==> config.mk <==
export PLATFORM = sky130hd
export DESIGN_NAME = midi_track_event_parser_unit
export DESIGN_NICKNAME = d
export VERILOG_FILES = /design/src/rtl/mtep_pkg.sv /design/src/rtl/mtep_in_reg.sv /design/src/rtl/mtep_core.sv /design/src/rtl/mtep_out_reg.sv /design/src/rtl/midi_track_event_parser_unit.sv
export SDC_FILE = /design/constraint.sdc
export NUM_CORES = 1
export LEC_CHECK = 0
export BUFFER_PORTS_ARGS = -buffer_cell sky130_fd_sc_hd__buf_2
export CAP_MARGIN = 20
export CORE_ASPECT_RATIO = 0.7
export CORE_MARGIN = 4
export CORE_UTILIZATION = 35
export DETAILED_ROUTE_END_ITERATION = 7
export PLACE_DENSITY = 0.47
export RECOVER_POWER = 100
export SETUP_SLACK_MARGIN = 0.15
export SKIP_CTS_REPAIR_TIMING = 1
export SLEW_MARGIN = 10
export SYNTH_ARGS = -nofsm -noshare
export SYNTH_HDL_FRONTEND = slang
export SYNTH_SLANG_ARGS = --single-unit
==> constraint.sdc <==
create_clock -name clock -period 7.25 [get_ports clock]
set_input_delay 1.0875 -clock clock [delete_from_list [all_inputs] [get_ports clock]]
set_output_delay 1.0875 -clock clock [all_outputs]
set_load 0.01 [all_outputs]
==> src/rtl/mtep_pkg.sv <==
// Shared types and constants for the MIDI track event parser.
package mtep_pkg;

   localparam int BYTE_W     = 8;
   localparam int TIME_W     = 32;
   localparam int KIND_W     = 3;
   localparam int REQ_DATA_W = 8;
   localparam int REQ_USER_W = 1;
   localparam int RSP_DATA_W = 80;
   localparam int RSP_USER_W = KIND_W;
   localparam int RSP_PAD_W  = RSP_DATA_W - (TIME_W + 5 * BYTE_W + 1);

   localparam logic [BYTE_W-1:0] DATA_MASK    = 8'h7f;
   localparam logic [BYTE_W-1:0] HIGH_NIBBLE  = 8'hf0;
   localparam logic [BYTE_W-1:0] LOW_NIBBLE   = 8'h0f;
   localparam logic [BYTE_W-1:0] ST_SYSEX     = 8'hf0;
   localparam logic [BYTE_W-1:0] ST_SYSEX_END = 8'hf7;
   localparam logic [BYTE_W-1:0] ST_META      = 8'hff;
   localparam logic [BYTE_W-1:0] ST_CHAN_LO   = 8'h80;
   localparam logic [BYTE_W-1:0] ST_PROG      = 8'hc0;
   localparam logic [BYTE_W-1:0] ST_PRESS     = 8'hd0;

   typedef enum logic [3:0] {
      PH_START  = 4'd0,
      PH_DELTA  = 4'd1,
      PH_STATUS = 4'd2,
      PH_PARAM1 = 4'd3,
      PH_PARAM2 = 4'd4,
      PH_SYSEX  = 4'd5,
      PH_MTYPE  = 4'd6,
      PH_MLEN   = 4'd7,
      PH_MDATA  = 4'd8
   } phase_type;

   typedef enum logic [KIND_W-1:0] {
      KIND_CHANNEL    = 3'd0,
      KIND_SYSEX      = 3'd1,
      KIND_META_DATA  = 3'd2,
      KIND_META_EMPTY = 3'd3,
      KIND_ERROR      = 3'd4
   } result_kind_type;

   typedef struct packed {
      logic [BYTE_W-1:0] data_byte;
      logic              track_start;
   } in_word_type;

   typedef struct packed {
      result_kind_type   result_kind;
      logic [TIME_W-1:0] time_stamp;
      logic [BYTE_W-1:0] status_value;
      logic [BYTE_W-1:0] param_first;
      logic [BYTE_W-1:0] param_second;
      logic [BYTE_W-1:0] meta_kind;
      logic [BYTE_W-1:0] payload_byte;
      logic              last_of_event;
      logic              running_flag;
   } result_type;

endpackage

==> src/rtl/mtep_in_reg.sv <==
// Input register for request words, advanced when the parser step fires.
module mtep_in_reg
   import mtep_pkg::*;
(
   input  logic        clock,
   input  logic        reset,
   input  logic        req_valid,
   output logic        req_ready,
   input  in_word_type req_word,
   input  logic        advance,
   output logic        word_valid,
   output in_word_type word
);

   logic        valid_ff, valid_in;
   in_word_type word_ff;

   assign req_ready  = !valid_ff || advance;
   assign valid_in   = req_ready ? req_valid : valid_ff;
   assign word_valid = valid_ff;
   assign word       = word_ff;

   always_ff @(posedge clock) begin
      if (reset) begin
         valid_ff <= 1'b0;
      end else begin
         valid_ff <= valid_in;
      end
   end

   always_ff @(posedge clock) begin
      if (req_ready && req_valid) begin
         word_ff <= req_word;
      end
   end

endmodule

==> src/rtl/mtep_core.sv <==
// Parser state registers and per-byte next-state and result logic.
module mtep_core
   import mtep_pkg::*;
(
   input  logic        clock,
   input  logic        reset,
   input  logic        step,
   input  in_word_type word,
   output logic        emit,
   output result_type  result
);

   phase_type         phase_ff, phase_in, ph;
   logic [TIME_W-1:0] delta_ff, delta_in;
   logic [TIME_W-1:0] abs_ff, abs_in;
   logic [TIME_W-1:0] mlen_ff, mlen_in;
   logic [TIME_W-1:0] mcount_ff, mcount_in;
   logic [BYTE_W-1:0] prev_ff, prev_in;
   logic [BYTE_W-1:0] cur_ff, cur_in;
   logic [BYTE_W-1:0] held_ff, held_in;
   logic [BYTE_W-1:0] hmeta_ff, hmeta_in;
   logic              run_ff, run_in;
   logic              halt_ff, halt_in;
   logic [BYTE_W-1:0] d, st, up;
   logic              rs;
   result_type        res;

   always_comb begin
      d         = word.data_byte;
      phase_in  = phase_ff;
      delta_in  = delta_ff;
      abs_in    = abs_ff;
      mlen_in   = mlen_ff;
      mcount_in = mcount_ff;
      prev_in   = prev_ff;
      cur_in    = cur_ff;
      held_in   = held_ff;
      hmeta_in  = hmeta_ff;
      run_in    = run_ff;
      halt_in   = halt_ff;
      if (word.track_start) begin
         phase_in  = PH_START;
         delta_in  = '0;
         abs_in    = '0;
         mlen_in   = '0;
         mcount_in = '0;
         prev_in   = '0;
         cur_in    = '0;
         held_in   = '0;
         hmeta_in  = '0;
         run_in    = 1'b0;
         halt_in   = 1'b0;
      end
      st   = d;
      up   = '0;
      rs   = 1'b0;
      emit = 1'b0;
      res  = '0;
      ph   = phase_in;
      if (!halt_in) begin
         if (ph == PH_START || ph > PH_MDATA) begin
            delta_in  = '0;
            mlen_in   = '0;
            mcount_in = '0;
            ph        = PH_DELTA;
         end
         unique case (ph)
            PH_DELTA: begin
               delta_in = {delta_in[TIME_W-8:0], d[6:0]};
               phase_in = d[7] ? PH_DELTA : PH_STATUS;
            end
            PH_STATUS: begin
               rs     = !d[7];
               st     = rs ? prev_in : d;
               run_in = !(d[7] && d == prev_in);
               abs_in = abs_in + delta_in;
               prev_in = st;
               cur_in  = st;
               up      = st & HIGH_NIBBLE;
               if (st >= ST_CHAN_LO && st < ST_SYSEX) begin
                  phase_in = PH_PARAM2;
                  if (rs) begin
                     held_in = d;
                     if (up == ST_PROG || up == ST_PRESS) begin
                        emit             = 1'b1;
                        res.result_kind  = KIND_CHANNEL;
                        res.status_value = st;
                        res.param_first  = d;
                        res.last_of_event = 1'b1;
                        phase_in         = PH_START;
                     end
                  end else begin
                     phase_in = PH_PARAM1;
                  end
               end else if (st == ST_SYSEX || st == ST_SYSEX_END) begin
                  emit             = 1'b1;
                  res.result_kind  = KIND_SYSEX;
                  res.status_value = st;
                  res.payload_byte = d;
                  phase_in         = PH_SYSEX;
                  if (rs && d == ST_SYSEX_END) begin
                     res.last_of_event = 1'b1;
                     phase_in          = PH_START;
                  end
               end else if (st == ST_META) begin
                  if (rs) begin
                     hmeta_in = d;
                     phase_in = PH_MLEN;
                  end else begin
                     phase_in = PH_MTYPE;
                  end
               end else begin
                  emit             = 1'b1;
                  res.result_kind  = KIND_ERROR;
                  res.status_value = st;
                  halt_in          = 1'b1;
                  phase_in         = PH_STATUS;
               end
            end
            PH_PARAM1: begin
               held_in = d;
               up      = cur_in & HIGH_NIBBLE;
               if (up == ST_PROG || up == ST_PRESS) begin
                  emit              = 1'b1;
                  res.result_kind   = KIND_CHANNEL;
                  res.status_value  = cur_in;
                  res.param_first   = d;
                  res.last_of_event = 1'b1;
                  phase_in          = PH_START;
               end else begin
                  phase_in = PH_PARAM2;
               end
            end
            PH_PARAM2: begin
               emit              = 1'b1;
               res.result_kind   = KIND_CHANNEL;
               res.status_value  = cur_in;
               res.param_first   = held_in;
               res.param_second  = d;
               res.last_of_event = 1'b1;
               phase_in          = PH_START;
            end
            PH_SYSEX: begin
               emit              = 1'b1;
               res.result_kind   = KIND_SYSEX;
               res.status_value  = cur_in;
               res.payload_byte  = d;
               res.last_of_event = (d == ST_SYSEX_END);
               phase_in          = (d == ST_SYSEX_END) ? PH_START : PH_SYSEX;
            end
            PH_MTYPE: begin
               hmeta_in = d;
               phase_in = PH_MLEN;
            end
            PH_MLEN: begin
               mlen_in = {mlen_in[TIME_W-8:0], d[6:0]};
               if (d[7]) begin
                  phase_in = PH_MLEN;
               end else if (mlen_in == '0) begin
                  emit              = 1'b1;
                  res.result_kind   = KIND_META_EMPTY;
                  res.status_value  = cur_in;
                  res.meta_kind     = hmeta_in;
                  res.last_of_event = 1'b1;
                  phase_in          = PH_START;
               end else begin
                  phase_in = PH_MDATA;
               end
            end
            PH_MDATA: begin
               mcount_in         = mcount_in + 32'd1;
               emit              = 1'b1;
               res.result_kind   = KIND_META_DATA;
               res.status_value  = cur_in;
               res.meta_kind     = hmeta_in;
               res.payload_byte  = d;
               res.last_of_event = (mcount_in == mlen_in);
               phase_in          = (mcount_in == mlen_in) ? PH_START : PH_MDATA;
            end
            default: begin
               phase_in = PH_START;
            end
         endcase
      end
      res.time_stamp   = abs_in;
      res.running_flag = run_in;
      result           = res;
   end

   always_ff @(posedge clock) begin
      if (reset) begin
         phase_ff  <= PH_START;
         delta_ff  <= '0;
         abs_ff    <= '0;
         mlen_ff   <= '0;
         mcount_ff <= '0;
         prev_ff   <= '0;
         cur_ff    <= '0;
         held_ff   <= '0;
         hmeta_ff  <= '0;
         run_ff    <= 1'b0;
         halt_ff   <= 1'b0;
      end else if (step) begin
         phase_ff  <= phase_in;
         delta_ff  <= delta_in;
         abs_ff    <= abs_in;
         mlen_ff   <= mlen_in;
         mcount_ff <= mcount_in;
         prev_ff   <= prev_in;
         cur_ff    <= cur_in;
         held_ff   <= held_in;
         hmeta_ff  <= hmeta_in;
         run_ff    <= run_in;
         halt_ff   <= halt_in;
      end
   end

endmodule

==> src/rtl/mtep_out_reg.sv <==
// Result register holding one word until the receiver takes it.
module mtep_out_reg
   import mtep_pkg::*;
(
   input  logic       clock,
   input  logic       reset,
   input  logic       load,
   input  result_type load_word,
   output logic       free,
   output logic       rsp_valid,
   input  logic       rsp_ready,
   output result_type rsp_word
);

   logic       valid_ff, valid_in;
   result_type word_ff;

   assign free      = !valid_ff || rsp_ready;
   assign valid_in  = load || (valid_ff && !rsp_ready);
   assign rsp_valid = valid_ff;
   assign rsp_word  = word_ff;

   always_ff @(posedge clock) begin
      if (reset) begin
         valid_ff <= 1'b0;
      end else begin
         valid_ff <= valid_in;
      end
   end

   always_ff @(posedge clock) begin
      if (load) begin
         word_ff <= load_word;
      end
   end

endmodule

==> src/rtl/midi_track_event_parser_unit.sv <==
// Top level of the MIDI track event parser.
//
// Usage: track chunk body bytes enter on the req_ channel, one byte per word,
// with req_tuser[0] high on the first byte of each track (clears time stamp,
// running status, parser phase and the halt after a format error).
// Each accepted byte gives zero or one word on the rsp_ channel: a complete
// channel event, one sysex or meta payload byte, an empty meta event, or a
// format error. After an error no words come out until a track start byte.
// A byte accepted from req_ is held in the input register, then parsed into
// the result register, whose word stays on rsp_ until the receiver takes it.
// Throughput: one byte per cycle while the receiver does not stall; the
// single parse step between the input and result registers sets it.
// When the receiver stalls, the result register holds its word and every
// byte waits in the input register, whether it gives a word or not;
// req_tready drops once the input register is full too.
// Reset (synchronous, active high) empties both registers and clears the
// parser state to the start of an event.
module midi_track_event_parser_unit
   import mtep_pkg::*;
(
   input  logic                  clock,
   input  logic                  reset,
   input  logic                  req_tvalid,
   output logic                  req_tready,
   input  logic [REQ_DATA_W-1:0] req_tdata,  // [7:0] data_byte
   input  logic [REQ_USER_W-1:0] req_tuser,  // [0] track_start
   output logic                  rsp_tvalid,
   input  logic                  rsp_tready,
   // [31:0] time_stamp, [39:32] status_value, [47:40] param_first,
   // [55:48] param_second, [63:56] meta_kind, [71:64] payload_byte,
   // [72] running_flag, [79:73] zero
   output logic [RSP_DATA_W-1:0] rsp_tdata,
   output logic [RSP_USER_W-1:0] rsp_tuser,  // [2:0] result_kind
   output logic                  rsp_tlast   // last_of_event
);

   in_word_type req_word, word;
   logic        word_valid, out_free, emit, step;
   result_type  result, rsp_word;

   assign req_word.data_byte   = req_tdata[BYTE_W-1:0];
   assign req_word.track_start = req_tuser[0];

   assign step = word_valid && out_free;

   mtep_in_reg u_in_reg (
      .clock      (clock),
      .reset      (reset),
      .req_valid  (req_tvalid),
      .req_ready  (req_tready),
      .req_word   (req_word),
      .advance    (out_free),
      .word_valid (word_valid),
      .word       (word)
   );

   mtep_core u_core (
      .clock  (clock),
      .reset  (reset),
      .step   (step),
      .word   (word),
      .emit   (emit),
      .result (result)
   );

   mtep_out_reg u_out_reg (
      .clock     (clock),
      .reset     (reset),
      .load      (step && emit),
      .load_word (result),
      .free      (out_free),
      .rsp_valid (rsp_tvalid),
      .rsp_ready (rsp_tready),
      .rsp_word  (rsp_word)
   );

   assign rsp_tdata = {{RSP_PAD_W{1'b0}}, rsp_word.running_flag, rsp_word.payload_byte,
                       rsp_word.meta_kind, rsp_word.param_second, rsp_word.param_first,
                       rsp_word.status_value, rsp_word.time_stamp};
   assign rsp_tuser = rsp_word.result_kind;
   assign rsp_tlast = rsp_word.last_of_event;

endmodule

# Yosys cells after proc, flatten, opt, wreduce, memory -nomap -nowiden
# Cells that the tools add are included.
dict set report op_classes {
  n_eq_ne 18
  n_div 0
  addsub 2
  reduce_logical 24
  mux 99
  order_cmp 3
  shifts 0
  multipliers 0
  bitwise_logic 1
}
# operator count
set ops {}
lappend ops {{$mux 32} 18}
lappend ops {{$mux 8} 26}
lappend ops {{$pmux 8 s2} 4}
lappend ops {{$mux 16} 3}
lappend ops {{$mux 4} 10}
lappend ops {{$add 32x1->32 const B} 1}
lappend ops {{$add 32x32->32} 1}
lappend ops {{$eq 32x32->1} 1}
lappend ops {{$eq 8x8->1 const B} 4}
lappend ops {{$logic_not 32->1} 1}
lappend ops {{$pmux 8 s4} 1}
lappend ops {{$pmux 4 s7} 1}
lappend ops {{$mux 3} 9}
lappend ops {{$pmux 8 s3} 1}
lappend ops {{$eq 4x4->1 const B} 5}
lappend ops {{$mux 1} 20}
lappend ops {{$eq 4x3->1 const B} 4}
lappend ops {{$pmux 3 s4} 1}
lappend ops {{$mux 9} 1}
lappend ops {{$eq 4x2->1 const B} 2}
lappend ops {{$eq 8x8->1} 1}
lappend ops {{$ge 8x8->1 const B} 1}
lappend ops {{$lt 8x8->1 const B} 1}
lappend ops {{$logic_and 1x1->1} 7}
lappend ops {{11 further kinds} 23}
dict set report word_totals {
  input_bits 13
  reg_bits 254
  latchBits 0
  memories 0
  mem_bits_rw 0
  word_cells 171
  rom_bits 0
}

# Depth between registers and ports, before layout
# Gate-level depths: netlist (run 1).
dict set report depth {
  depth_word 12
  mapped_depth 20
  depth_no_buf 14
}

# Modules after synthesis
# A second synthesis (run 1) with hierarchy kept.
dict set report hier_totals {
  hier_cells 1626
  area_unflattened_um2 13835.8
}
# module cells_per_inst area_per_inst_um2 seq_area_each_um2 n_inst
set modules_own_cells {}
lappend modules_own_cells {mtep_core 1521 11083.1 3323.2 1}
lappend modules_own_cells {mtep_out_reg 81 2358.5 2332.2 1}
lappend modules_own_cells {mtep_in_reg 14 325.3 290.3 1}
lappend modules_own_cells {midi_track_event_parser_unit 10 68.8 0.0 1}

# Worst setup path before layout (run 1)
# OpenSTA, ideal clock, no wires.
dict set report synth_path {
  path_type {register to register}
  start {register u_in_reg.word_ff (netlist bit u_in_reg.word[0])}
  end {register u_core.abs_ff[31]}
  path_stages_with_launch 19
  arrival_time_ns 4.659
  path_slack_ns 2.469
  cell_sequence {edfxtp_1 -> inv_1 -> clkbuf_1 -> and3_1 -> clkbuf_1 -> buf_2 -> buf_2 -> clkbuf_1 -> and2_1 -> ha_1 -> a211oi_1 -> o211ai_1 -> a21oi_1 -> a31oi_1 -> a2111oi_0 -> nor3_1 -> nor4b_1 -> nor4_1 -> a311o_1}
}
dict set report synth_between {
  elab_chain_cells 8
}
# item line
set synth_rtl {}
lappend synth_rtl {{start: declaration} mtep_in_reg.sv:16} ;# in_word_type word_ff;
lappend synth_rtl {{start signal: assignment} mtep_in_reg.sv:33} ;# word_ff <= req_word;
lappend synth_rtl {{$mux 4} mtep_core.sv:41} ;# if (word.track_start) begin
lappend synth_rtl {{$gt 4x4->1 / $logic_not 4->1 (equally long branches)} mtep_core.sv:61} ;# if (ph == PH_START || ph > PH_MDATA) begin
lappend synth_rtl {{$logic_or 1x1->1} mtep_core.sv:61}
lappend synth_rtl {{$mux 32 / $mux 4 (equally long branches)} mtep_core.sv:61}
lappend synth_rtl {{$mux 32 / $mux 4 (equally long branches)} mtep_core.sv:60} ;# if (!halt_in) begin
lappend synth_rtl {{$add 32x32->32 / $eq 4x2->1 (equally long branches)} {mtep_core.sv:76, mtep_core.sv:67}}
lappend synth_rtl {{$mux 32} mtep_core.sv:67} ;# unique case (ph)
lappend synth_rtl {{$mux 32 *} mtep_core.sv:60}
lappend synth_rtl {{end signal: assignment} mtep_core.sv:206} ;# abs_ff <= abs_in;
lappend synth_rtl {{end: declaration} mtep_core.sv:15} ;# logic [TIME_W-1:0] abs_ff, abs_in;
# Every way passes the cells marked *; elsewhere a longest branch is shown, timed or not. The select of a mux whose other input is x is not followed.
# A chain may end at the register's enable or synchronous reset.

# Worst setup path in the final report (run 1)
dict set report layout_path {
  start {register u_core.phase_ff[0]}
  end {register u_core.abs_ff[31]}
}
dict set report layout_between {
  elab_chain_cells 8
}
# item line
set layout_rtl {}
lappend layout_rtl {{start: declaration} mtep_core.sv:13} ;# phase_type phase_ff, phase_in, ph;
lappend layout_rtl {{start signal: assignment} mtep_core.sv:204} ;# phase_ff <= phase_in;
lappend layout_rtl {{$mux 4 *} mtep_core.sv:41}
lappend layout_rtl {{$gt 4x4->1 / $logic_not 4->1 (equally long branches)} mtep_core.sv:61}
lappend layout_rtl {{$logic_or 1x1->1} mtep_core.sv:61}
lappend layout_rtl {{$mux 32 / $mux 4 (equally long branches)} mtep_core.sv:61}
lappend layout_rtl {{$mux 32 / $mux 4 (equally long branches)} mtep_core.sv:60}
lappend layout_rtl {{$add 32x32->32 / $eq 4x2->1 (equally long branches)} {mtep_core.sv:76, mtep_core.sv:67}}
lappend layout_rtl {{$mux 32 *} mtep_core.sv:67}
lappend layout_rtl {{$mux 32 *} mtep_core.sv:60}
# Marked as above.

==> flow_metrics.env, run 1 <==
export IMPL_wl_um=48700
export IMPL_design_area_um2=15700
export IMPL_p_leak_uw=0.00540
export IMPL_core_um2=38900
export IMPL_path_max_fanout=37
export IMPL_final_setup_viol_count=0
export IMPL_synthAdderAreaFrac=0.0310
export IMPL_postRouteAntennaNets=0
export IMPL_wl_per_cell_um=21.6
export IMPL_syn_avg_cell_area_um2=8.36
export IMPL_io_pins=99
export IMPL_synth_compound_area_share=0.201
export IMPL_required_ns=7.70
export IMPL_status="complete, but fails checks"
export IMPL_ir_drop_mv=0.207
export IMPL_hold_path_depth=2
export IMPL_worst_pin_slew_ns=4.19
export IMPL_grt_antenna_before_repair=1
export IMPL_cts_sinks=254
export IMPL_failed_checks="capacitance limit, slew limit"
export IMPL_crit_type="flop to flop"
export IMPL_gp_congestion=0.907
export IMPL_dieArea_um2=43200
export IMPL_synth_top_area_frac=0.241
export IMPL_synth_most_common_cell="nand2_1"
export IMPL_seq_area_frac_synth=0.426
export IMPL_arrival_ns=6.57
export IMPL_min_period_ns=6.12
export IMPL_synthCells=1669
export IMPL_yosys_area_share_simple=0.249
export IMPL_htree_levels=1
export IMPL_ys_seq_elements=254
export IMPL_r2r_start="u_core.phase_ff[0]"
export IMPL_clk_pin_slew_ns=0.06
export IMPL_max_freq_mhz=163
export IMPL_synth_area_leaders="dfxtp_1 (24%), edfxtp_1 (18%), nand2_1 (5.8%)"
export IMPL_synth_xor_area_share=0.0433
export IMPL_holdCritPathClass="flop to flop"
export IMPL_dr_pass1_iters=8
export IMPL_slew_headroom=-1.79
export IMPL_hpwl_um=33800
export IMPL_cts_buffers=29
export IMPL_yosysTopAreaCell="dfxtp_1"
export IMPL_synth_edff_count=86
export IMPL_place_area_um2=14900
export IMPL_area_growth_pct=12.1
export IMPL_drc=0
export IMPL_r2r_cells=13
export IMPL_clk_latency_ns=0.57
export IMPL_synth_cell_types=77
export IMPL_port_buffers=91
export IMPL_dp_slack_ns=1.64
export IMPL_die_h_um=175
export IMPL_synth_top_family_by_area="simple AND/OR/NAND/NOR gates"
export IMPL_drtIter0Drc=1428
export IMPL_fin_crit_sh=0.844
export IMPL_die_w_um=247
export IMPL_initial_utilization=0.359
export IMPL_holdPathEnd="u_core.abs_ff[0]"
export IMPL_synth_async_reset_ratio=0
export IMPL_netlist_area_um2=14000
export IMPL_clk_path_buf_depth=3
export IMPL_grt_pass1_wl_um=73200
export IMPL_finalHoldViolCount=0
export IMPL_ys_flop_type="dfxtp_1"
export IMPL_critPathLaunchType="flop"
export IMPL_viasPerCell=5.61
export IMPL_gr_total_overflow=0
export IMPL_setup_tns_ns=0
export IMPL_root_buffer="clkbuf_16"
export IMPL_crit_path_end_kind="flop"
export IMPL_vias=12675
export IMPL_grt_pass1_vias=11520
export IMPL_nFillCells=4032
export IMPL_worstReg2RegEnd="u_core.abs_ff[31]"
export IMPL_reg2reg_slack_ns=1.13
export IMPL_maxCapViolations=5
export IMPL_row_count=60
export IMPL_cts_tree="built"
export IMPL_rsz0062_at_grt="no"
export IMPL_drv_slew=209
export IMPL_grt_usage=0.219
export IMPL_fin_skew_ns=0.00876
export IMPL_nets=1756
export IMPL_worstHoldStart="u_core.abs_ff[0]"
export IMPL_grt_max_degree=81
export IMPL_diodes=0
export IMPL_worst_slack_ns=1.13
export IMPL_powerDensity_nw_per_um2=207
export IMPL_ys_warnings_count=0
export IMPL_drive_above_1_share=0.0548
export IMPL_synth_common_cells="nand2_1 (217), nor2_1 (191), dfxtp_1 (168)"
export IMPL_synth_mux_area_frac=0.00825
[worst max-delay path, stage by stage (launching register included)]
cell	delay, ns
dfxtp_1	0.79
or4_1	0.26
and3_1	1.05
and2_0	0.34
ha_1	0.29
a211oi_1	0.32
o211ai_1	0.19
a21oi_1	0.34
a31oi_1	0.28
a2111oi_0	0.96
nor3_1	0.14
nor4b_1	0.61
nor4_1	0.12
a311o_1	0.30
[power breakdown]
part | switching [uW] | leakage, uW | internal (uW) | total, uW
registers | 26.7 | 0.00217 | 1480 | 1500
clock network | 639 | 0.000457 | 893 | 1530
logic | 165 | 0.00278 | 44.6 | 210
total | 831 | 0.00540 | 2410 | 3250
[per-stage QoR]
stage          hold WS [ns]   util  total power, uW  instances
6_report              0.449  0.403             3250       2259
5_1_grt               0.465  0.403             3360       2259
4_1_cts               0.453  0.407             3290       2258
3_5_place_dp          0.444  0.382             1750       2204
3_3_place_gp          0.438  0.382             1740       2203
2_1_floorplan         0.432      -             1660       1675
[cells in the final DEF, fill, tap and decap left out, types with 10 or more instances in the layout]
| cell type | n |
|---|---|
| a21o_1 | 19 |
| a21oi_1 | 139 |
| a22oi_1 | 77 |
| a31oi_1 | 17 |
| and2_0 | 16 |
| and2_1 | 41 |
| and3_1 | 16 |
| buf_2 | 10 |
| buf_4 | 16 |
| clkbuf_1 | 102 |
| clkbuf_16 | 29 |
| dfxtp_1 | 168 |
| edfxtp_1 | 86 |
| ha_1 | 33 |
| inv_1 | 20 |
| nand2_1 | 217 |
| nand2b_1 | 10 |
| nand3_1 | 34 |
| nand4_1 | 20 |
| nor2_1 | 190 |
| nor2b_1 | 40 |
| nor3_1 | 50 |
| nor4_1 | 31 |
| o21a_1 | 11 |
| o21ai_0 | 87 |
| o31ai_1 | 12 |
| or3_1 | 14 |
| xnor2_1 | 47 |
| xor2_1 | 22 |
[final cells by class]
class                   instances  area (um2)  share of cell area
multi-input cells            1281        7470               0.477
inverters                      22        83.8             0.00535
repair buffers                121         528              0.0337
clock buffers                  38         769              0.0491
flip-flops and latches        254        5950               0.380
well taps                     527         659              0.0421
clock inverters                16         199              0.0127
[worst max-delay path by stage]
stage | start | end | depth (start not counted)
4_1_cts | u_core.phase_ff[0] | u_core.abs_ff[31] | 13
6_report | u_core.phase_ff[0] | u_core.abs_ff[31] | 13
3_3_place_gp | u_core.phase_ff[0] | u_core.abs_ff[31] | 13
5_1_grt | u_core.phase_ff[0] | u_core.abs_ff[31] | 13
2_1_floorplan | u_in_reg.word[0] | u_core.abs_ff[31] | 18
3_5_place_dp | u_core.phase_ff[0] | u_core.abs_ff[31] | 13
[sequential cells by signal, summed over array words and instances, names as in the netlist]
name                 flops
u_core.hmeta_ff          8
u_in_reg.word_valid      1
u_core.mlen_ff          32
u_core.cur_ff            8
u_in_reg.word            9
u_core.delta_ff         32
u_core.prev_ff           8
u_out_reg.rsp_valid      1
u_core.halt_ff           1
u_core.mcount_ff        32
u_core.held_ff           8
u_out_reg.rsp_word      77
u_core.abs_ff           32
u_core.phase_ff          4
u_core.run_ff            1
[kinds of logic after synthesis]
| logic type | after synthesis |
|---|---|
| AND/OR/NAND/NOR | 720 |
| AO/OA/AOI/OAI | 440 |
| flip-flops | 254 |
| buffers and inverters | 140 |
| XOR/XNOR | 69 |
| adder cells (fa/ha/maj) | 34 |
| multiplexers | 11 |
| other | 1 |
[metal layers]
| metal | track usage | vias to the layer above | share of wire |
|---|---|---|---|
| li1 | - | 6083 | - |
| met1 | 0.373 | 6122 | 0.54 |
| met2 | 0.277 | 426 | 0.36 |
| met3 | 0.0417 | 44 | 0.079 |
| met4 | 0.0350 | 0 | 0.014 |
| met5 | 0 | - | 0 |
(Power assumes the default switching activity.)
==> run 2, diff against run 1 <==
==> constraint.sdc (replaced) <==
create_clock -name clock -period 6.4 [get_ports clock]
set_input_delay 0.96 -clock clock [delete_from_list [all_inputs] [get_ports clock]]
set_output_delay 0.96 -clock clock [all_outputs]
set_load 0.01 [all_outputs]
==> flow_metrics.env, run 2 (synthesis results as in run 1) <==
export IMPL_drive_above_1_share=0.0589
export IMPL_drtIter0Drc=1340
export IMPL_largest_register_ffs=77
export IMPL_reg2reg_slack_ns=0.82
export IMPL_max_freq_mhz=179
export IMPL_rsz0062_at_grt="no"
export IMPL_drc=0
export IMPL_dieArea_um2=43200
export IMPL_path_buf_inv=5
export IMPL_critPathLaunchType="flop"
export IMPL_powerDensity_nw_per_um2=231
export IMPL_grt_pass1_vias=11382
export IMPL_p_leak_uw=0.00544
export IMPL_htree_levels=1
export IMPL_die_w_um=247
export IMPL_final_setup_viol_count=0
export IMPL_fin_crit_sh=0.872
export IMPL_total_power_uw=3640
export IMPL_worst_pin_slew_ns=4.01
export IMPL_grt_usage=0.216
export IMPL_root_buffer="clkbuf_16"
export IMPL_io_pins=99
export IMPL_vias=12695
export IMPL_crit_type="flop to flop"
export IMPL_holdCritPathClass="flop to flop"
export IMPL_max_stage_delay_ns=1.20
export IMPL_slew_headroom=-1.67
export IMPL_nFillCells=4014
export IMPL_cp_common_cell="clkbuf_1"
export IMPL_required_ns=6.88
export IMPL_status="complete, but fails checks"
export IMPL_grt_pass1_wl_um=72600
export IMPL_setup_tns_ns=0
export IMPL_wl_met3_um=4470
export IMPL_finalHoldViolCount=0
export IMPL_hpwl_um=34100
export IMPL_grt_antenna_before_repair=0
export IMPL_drt_met1_wl_um=25800
export IMPL_design_area_um2=15700
export IMPL_critPathSlowestCell="clkbuf_1"
export IMPL_ir_drop_mv=0.185
export IMPL_wl_per_cell_um=21.4
export IMPL_core_um2=38900
export IMPL_layout_common_cells="nand2_1 (217), nor2_1 (189), dfxtp_1 (168), a21oi_1 (139), clkbuf_1 (94)"
export IMPL_worst_hold_slack_ns=0.453
export IMPL_postRouteAntennaNets=0
export IMPL_nets=1758
export IMPL_viasPerCell=5.62
export IMPL_cts_buffers=28
export IMPL_gp_congestion=0.911
export IMPL_cts_sinks=254
export IMPL_min_period_ns=5.58
export IMPL_place_area_um2=14900
export IMPL_maxCapViolations=5
export IMPL_dr_max_layer_used="met4"
export IMPL_wl_um=48300
export IMPL_row_count=60
export IMPL_dr_pass1_iters=6
export IMPL_failed_checks="capacitance limit, slew limit"
export IMPL_port_buffers=91
export IMPL_path_max_fanout=53
export IMPL_grt_max_degree=79
export IMPL_arrival_ns=6.06
export IMPL_clk_path_buf_depth=3
export IMPL_initial_utilization=0.359
export IMPL_cts_tree="built"
export IMPL_final_common_cell="nand2_1"
export IMPL_fin_skew_ns=0.0157
export IMPL_area_growth_pct=12.7
export IMPL_gr_total_overflow=0
export IMPL_crit_chain="clkbuf_1 -> buf_4 -> nor4b_1 -> nor2b_2 -> clkbuf_1 -> nand2_1 -> buf_4 -> nor2_1 -> clkbuf_1 -> a22oi_1 -> nor2_1"
export IMPL_diodes=0
export IMPL_crit_family="buffers and inverters"
export IMPL_crit_path_end_kind="flop"
export IMPL_wl_met2_um=17300
export IMPL_die_h_um=175
export IMPL_clk_pin_slew_ns=0.06
export IMPL_clk_latency_ns=0.57
export IMPL_drv_slew=244
-- run 2: power breakdown --
part           internal (uW)  switching, uW
clock                    970            722
combinational           56.6            188
sequential              1670           31.6
total                   2700            942
-- run 2: layout make-up --
type	instances	area [um2]	area share
multi-input combinational	1281	7480	0.476
sequential	254	5950	0.378
clock buffer	31	712	0.0453
tap	527	659	0.0419
timing repair buffer	124	612	0.0389
clock inverter	21	234	0.0149
inverter	22	83.8	0.00533
-- run 2: metal layers --
layer,vias up,track usage
met5,-,0.00226
met4,0,0.0354
met1,6040,0.368
li1,6103,-
met3,42,0.0500
met2,510,0.267
-- run 2: worst min-delay path, cell delays in order (launching register included) --
cell	delay, ns
dfxtp_1	0.31
nand2_1	0.05
a21oi_1	0.05
-- run 2: worst paths after layout --
| kind | startpoint | endpoint | cells after the start |
|---|---|---|---|
| max reg2reg | u_in_reg.word[0] | u_core.abs_ff[16] | 11 |
| min | u_core.delta_ff[29] | u_core.delta_ff[29] | 2 |
| max | u_in_reg.word[0] | u_core.abs_ff[16] | 11 |
| min reg2reg | u_core.delta_ff[29] | u_core.delta_ff[29] | 2 |
-- run 2: metrics by stage --
stage	utilization	std cells	setup WS [ns]
after floorplan	-	1675	1.62
after CTS	0.407	2257	1.36
after global routing	0.405	2260	0.526
final	0.405	2260	0.819
after detailed placement	0.383	2205	1.40
after global placement	0.383	2205	1.46
==> run 3, diff against run 2 <==
--- a/config.mk
+++ b/config.mk
@@ -9,12 +9,13 @@
 export CAP_MARGIN = 20
 export CORE_ASPECT_RATIO = 0.7
 export CORE_MARGIN = 4
-export CORE_UTILIZATION = 35
+export CORE_UTILIZATION = 60
 export DETAILED_ROUTE_END_ITERATION = 7
-export PLACE_DENSITY = 0.47
+export PLACE_DENSITY = 0.75
 export RECOVER_POWER = 100
 export SETUP_SLACK_MARGIN = 0.15
 export SKIP_CTS_REPAIR_TIMING = 1
+export SKIP_LAST_GASP = 1
 export SLEW_MARGIN = 10
 export SYNTH_ARGS = -nofsm -noshare
 export SYNTH_HDL_FRONTEND = slang
==> flow_metrics.env, run 3 (synthesis results as in run 1) <==
export IMPL_path_max_fanout=68
export IMPL_fin_cells=2038
export IMPL_rsz0062_at_grt="no"
export IMPL_crit_family="simple AND/OR/NAND/NOR gates"
export IMPL_core_um2=22800
export IMPL_io_pins=99
export IMPL_critPathLaunchType="flop"
export IMPL_final_setup_viol_count=0
export IMPL_die_h_um=136
export IMPL_failed_checks="capacitance limit, slew limit"
export IMPL_crit_path_end="u_core.abs_ff[30]"
export IMPL_crit_chain="buf_4 -> nor4b_1 -> clkbuf_1 -> nor2b_1 -> clkbuf_1 -> nand2_1 -> nor2_1 -> clkbuf_1 -> a22oi_1 -> nor2_1"
export IMPL_port_buffers=91
export IMPL_cts_sinks=254
export IMPL_path_depth=10
export IMPL_regArea_um2=5950
export IMPL_grt_usage=0.333
export IMPL_nFillCells=1975
export IMPL_grt_pass1_vias=11816
export IMPL_p_leak_uw=0.00539
export IMPL_arrival_ns=6.12
export IMPL_min_period_ns=5.67
export IMPL_max_stage_delay_ns=1.15
export IMPL_status="complete, but fails checks"
export IMPL_crit_type="flop to flop"
export IMPL_diodes=0
export IMPL_setup_tns_ns=0
export IMPL_vias=13140
export IMPL_dieArea_um2=25800
export IMPL_viasPerCell=6.45
export IMPL_powerDensity_nw_per_um2=228
export IMPL_layout_common_cells="nand2_1 (217), nor2_1 (190), dfxtp_1 (168), a21oi_1 (139), clkbuf_1 (94)"
export IMPL_clk_pin_slew_ns=0.06
export IMPL_hpwl_um=30800
export IMPL_r2r_start="u_in_reg.word[0]"
export IMPL_cts_buffers=26
export IMPL_gr_total_overflow=0
export IMPL_crit_path_end_kind="flop"
export IMPL_critPathSlowestCell="clkbuf_1"
export IMPL_path_buf_inv=4
export IMPL_worstHoldStart="u_core.abs_ff[0]"
export IMPL_worst_pin_slew_ns=3.91
export IMPL_clk_path_buf_depth=3
export IMPL_drc=0
export IMPL_largest_register_ffs=77
export IMPL_finalHoldViolCount=0
export IMPL_required_ns=6.84
export IMPL_gp_congestion=0.984
export IMPL_grt_max_degree=87
export IMPL_cp_startpoint="u_in_reg.word[0]"
export IMPL_final_common_cell="nand2_1"
export IMPL_clk_latency_ns=0.56
export IMPL_grt_pass1_wl_um=67600
export IMPL_wl_um=44300
export IMPL_grt_antenna_before_repair=0
export IMPL_max_freq_mhz=176
export IMPL_postRouteAntennaNets=0
export IMPL_reg2reg_slack_ns=0.73
export IMPL_dp_slack_ns=0.933
export IMPL_slew_headroom=-1.60
export IMPL_die_w_um=190
export IMPL_drive_above_1_share=0.0556
export IMPL_root_buffer="clkbuf_16"
export IMPL_fin_crit_sh=0.886
export IMPL_drv_slew=235
export IMPL_worst_slack_ns=0.727
export IMPL_nets=1753
export IMPL_fin_skew_ns=0.0238
export IMPL_worstReg2RegEnd="u_core.abs_ff[30]"
export IMPL_cts_tree="built"
export IMPL_holdCritPathClass="flop to flop"
export IMPL_area_growth_pct=9.72
export IMPL_multi_input_area_um2=7460
export IMPL_maxCapViolations=5
export IMPL_r2r_cells=10
export IMPL_htree_levels=1
export IMPL_dr_pass1_iters=5
export IMPL_initial_utilization=0.613
export IMPL_cp_common_cell="clkbuf_1"
export IMPL_row_count=46
export IMPL_wl_per_cell_um=21.7
export IMPL_ir_drop_mv=0.216
export IMPL_drtIter0Drc=1604
export IMPL_place_inst=1988
## run 3: cell types whose count changed in the layout (fill, tap and decap cells not counted), sizes merged
cell      previous run  this run
clkinvlp             4         3
buf                 32        29
clkbuf             123       124
bufinv               4         2
clkinv              14        12
## run 3: layer usage
layer / share of wire / vias up / GRT usage
met4: 0.015 / 2 / 0.0598
li1: - / 6103 / -
met5: 0.0012 / - / 0.0154
met1: 0.46 / 6221 / 0.529
met2: 0.39 / 750 / 0.444
met3: 0.14 / 64 / 0.0992
## run 3: cell type report
type / instances / area share
Timing Repair Buffer: 121 / 0.0362
Clock buffer: 32 / 0.0462
Inverter: 22 / 0.00547
Clock inverter: 16 / 0.0116
Sequential cell: 254 / 0.388
Multi-Input combinational cell: 1281 / 0.487
Tap cell: 312 / 0.0255
## run 3: per-stage QoR
stage	power (uW)	hold WS, ns	cell area [um2]	utilization
after floorplan	1880	0.432	14000	-
after global placement	1950	0.438	14600	0.639
after detailed placement	1960	0.443	14600	0.640
after CTS	3500	0.451	15500	0.679
after global routing	3590	0.474	15300	0.672
final	3490	0.450	15300	0.672
## run 3: worst min-delay path by stage
stage	end	slack (ns)	cells past startpoint
floorplan	u_core.delta_ff[0]	0.43	2
global placement	u_core.delta_ff[21]	0.44	2
detailed placement	u_core.abs_ff[0]	0.44	2
CTS	u_core.abs_ff[0]	0.45	2
global route	u_core.abs_ff[0]	0.47	2
finish	u_core.abs_ff[0]	0.45	2
## run 3: worst min-delay path: stages (launching register included)
cell	delay, ns
dfxtp_1	0.30
nand2_1	0.05
a21oi_1	0.05
## run 3: report_power, final
part | total, uW | internal (uW) | switching, uW
Combinational | 232 | 52.8 | 180
Clock | 1560 | 883 | 675
Sequential | 1700 | 1670 | 28.4
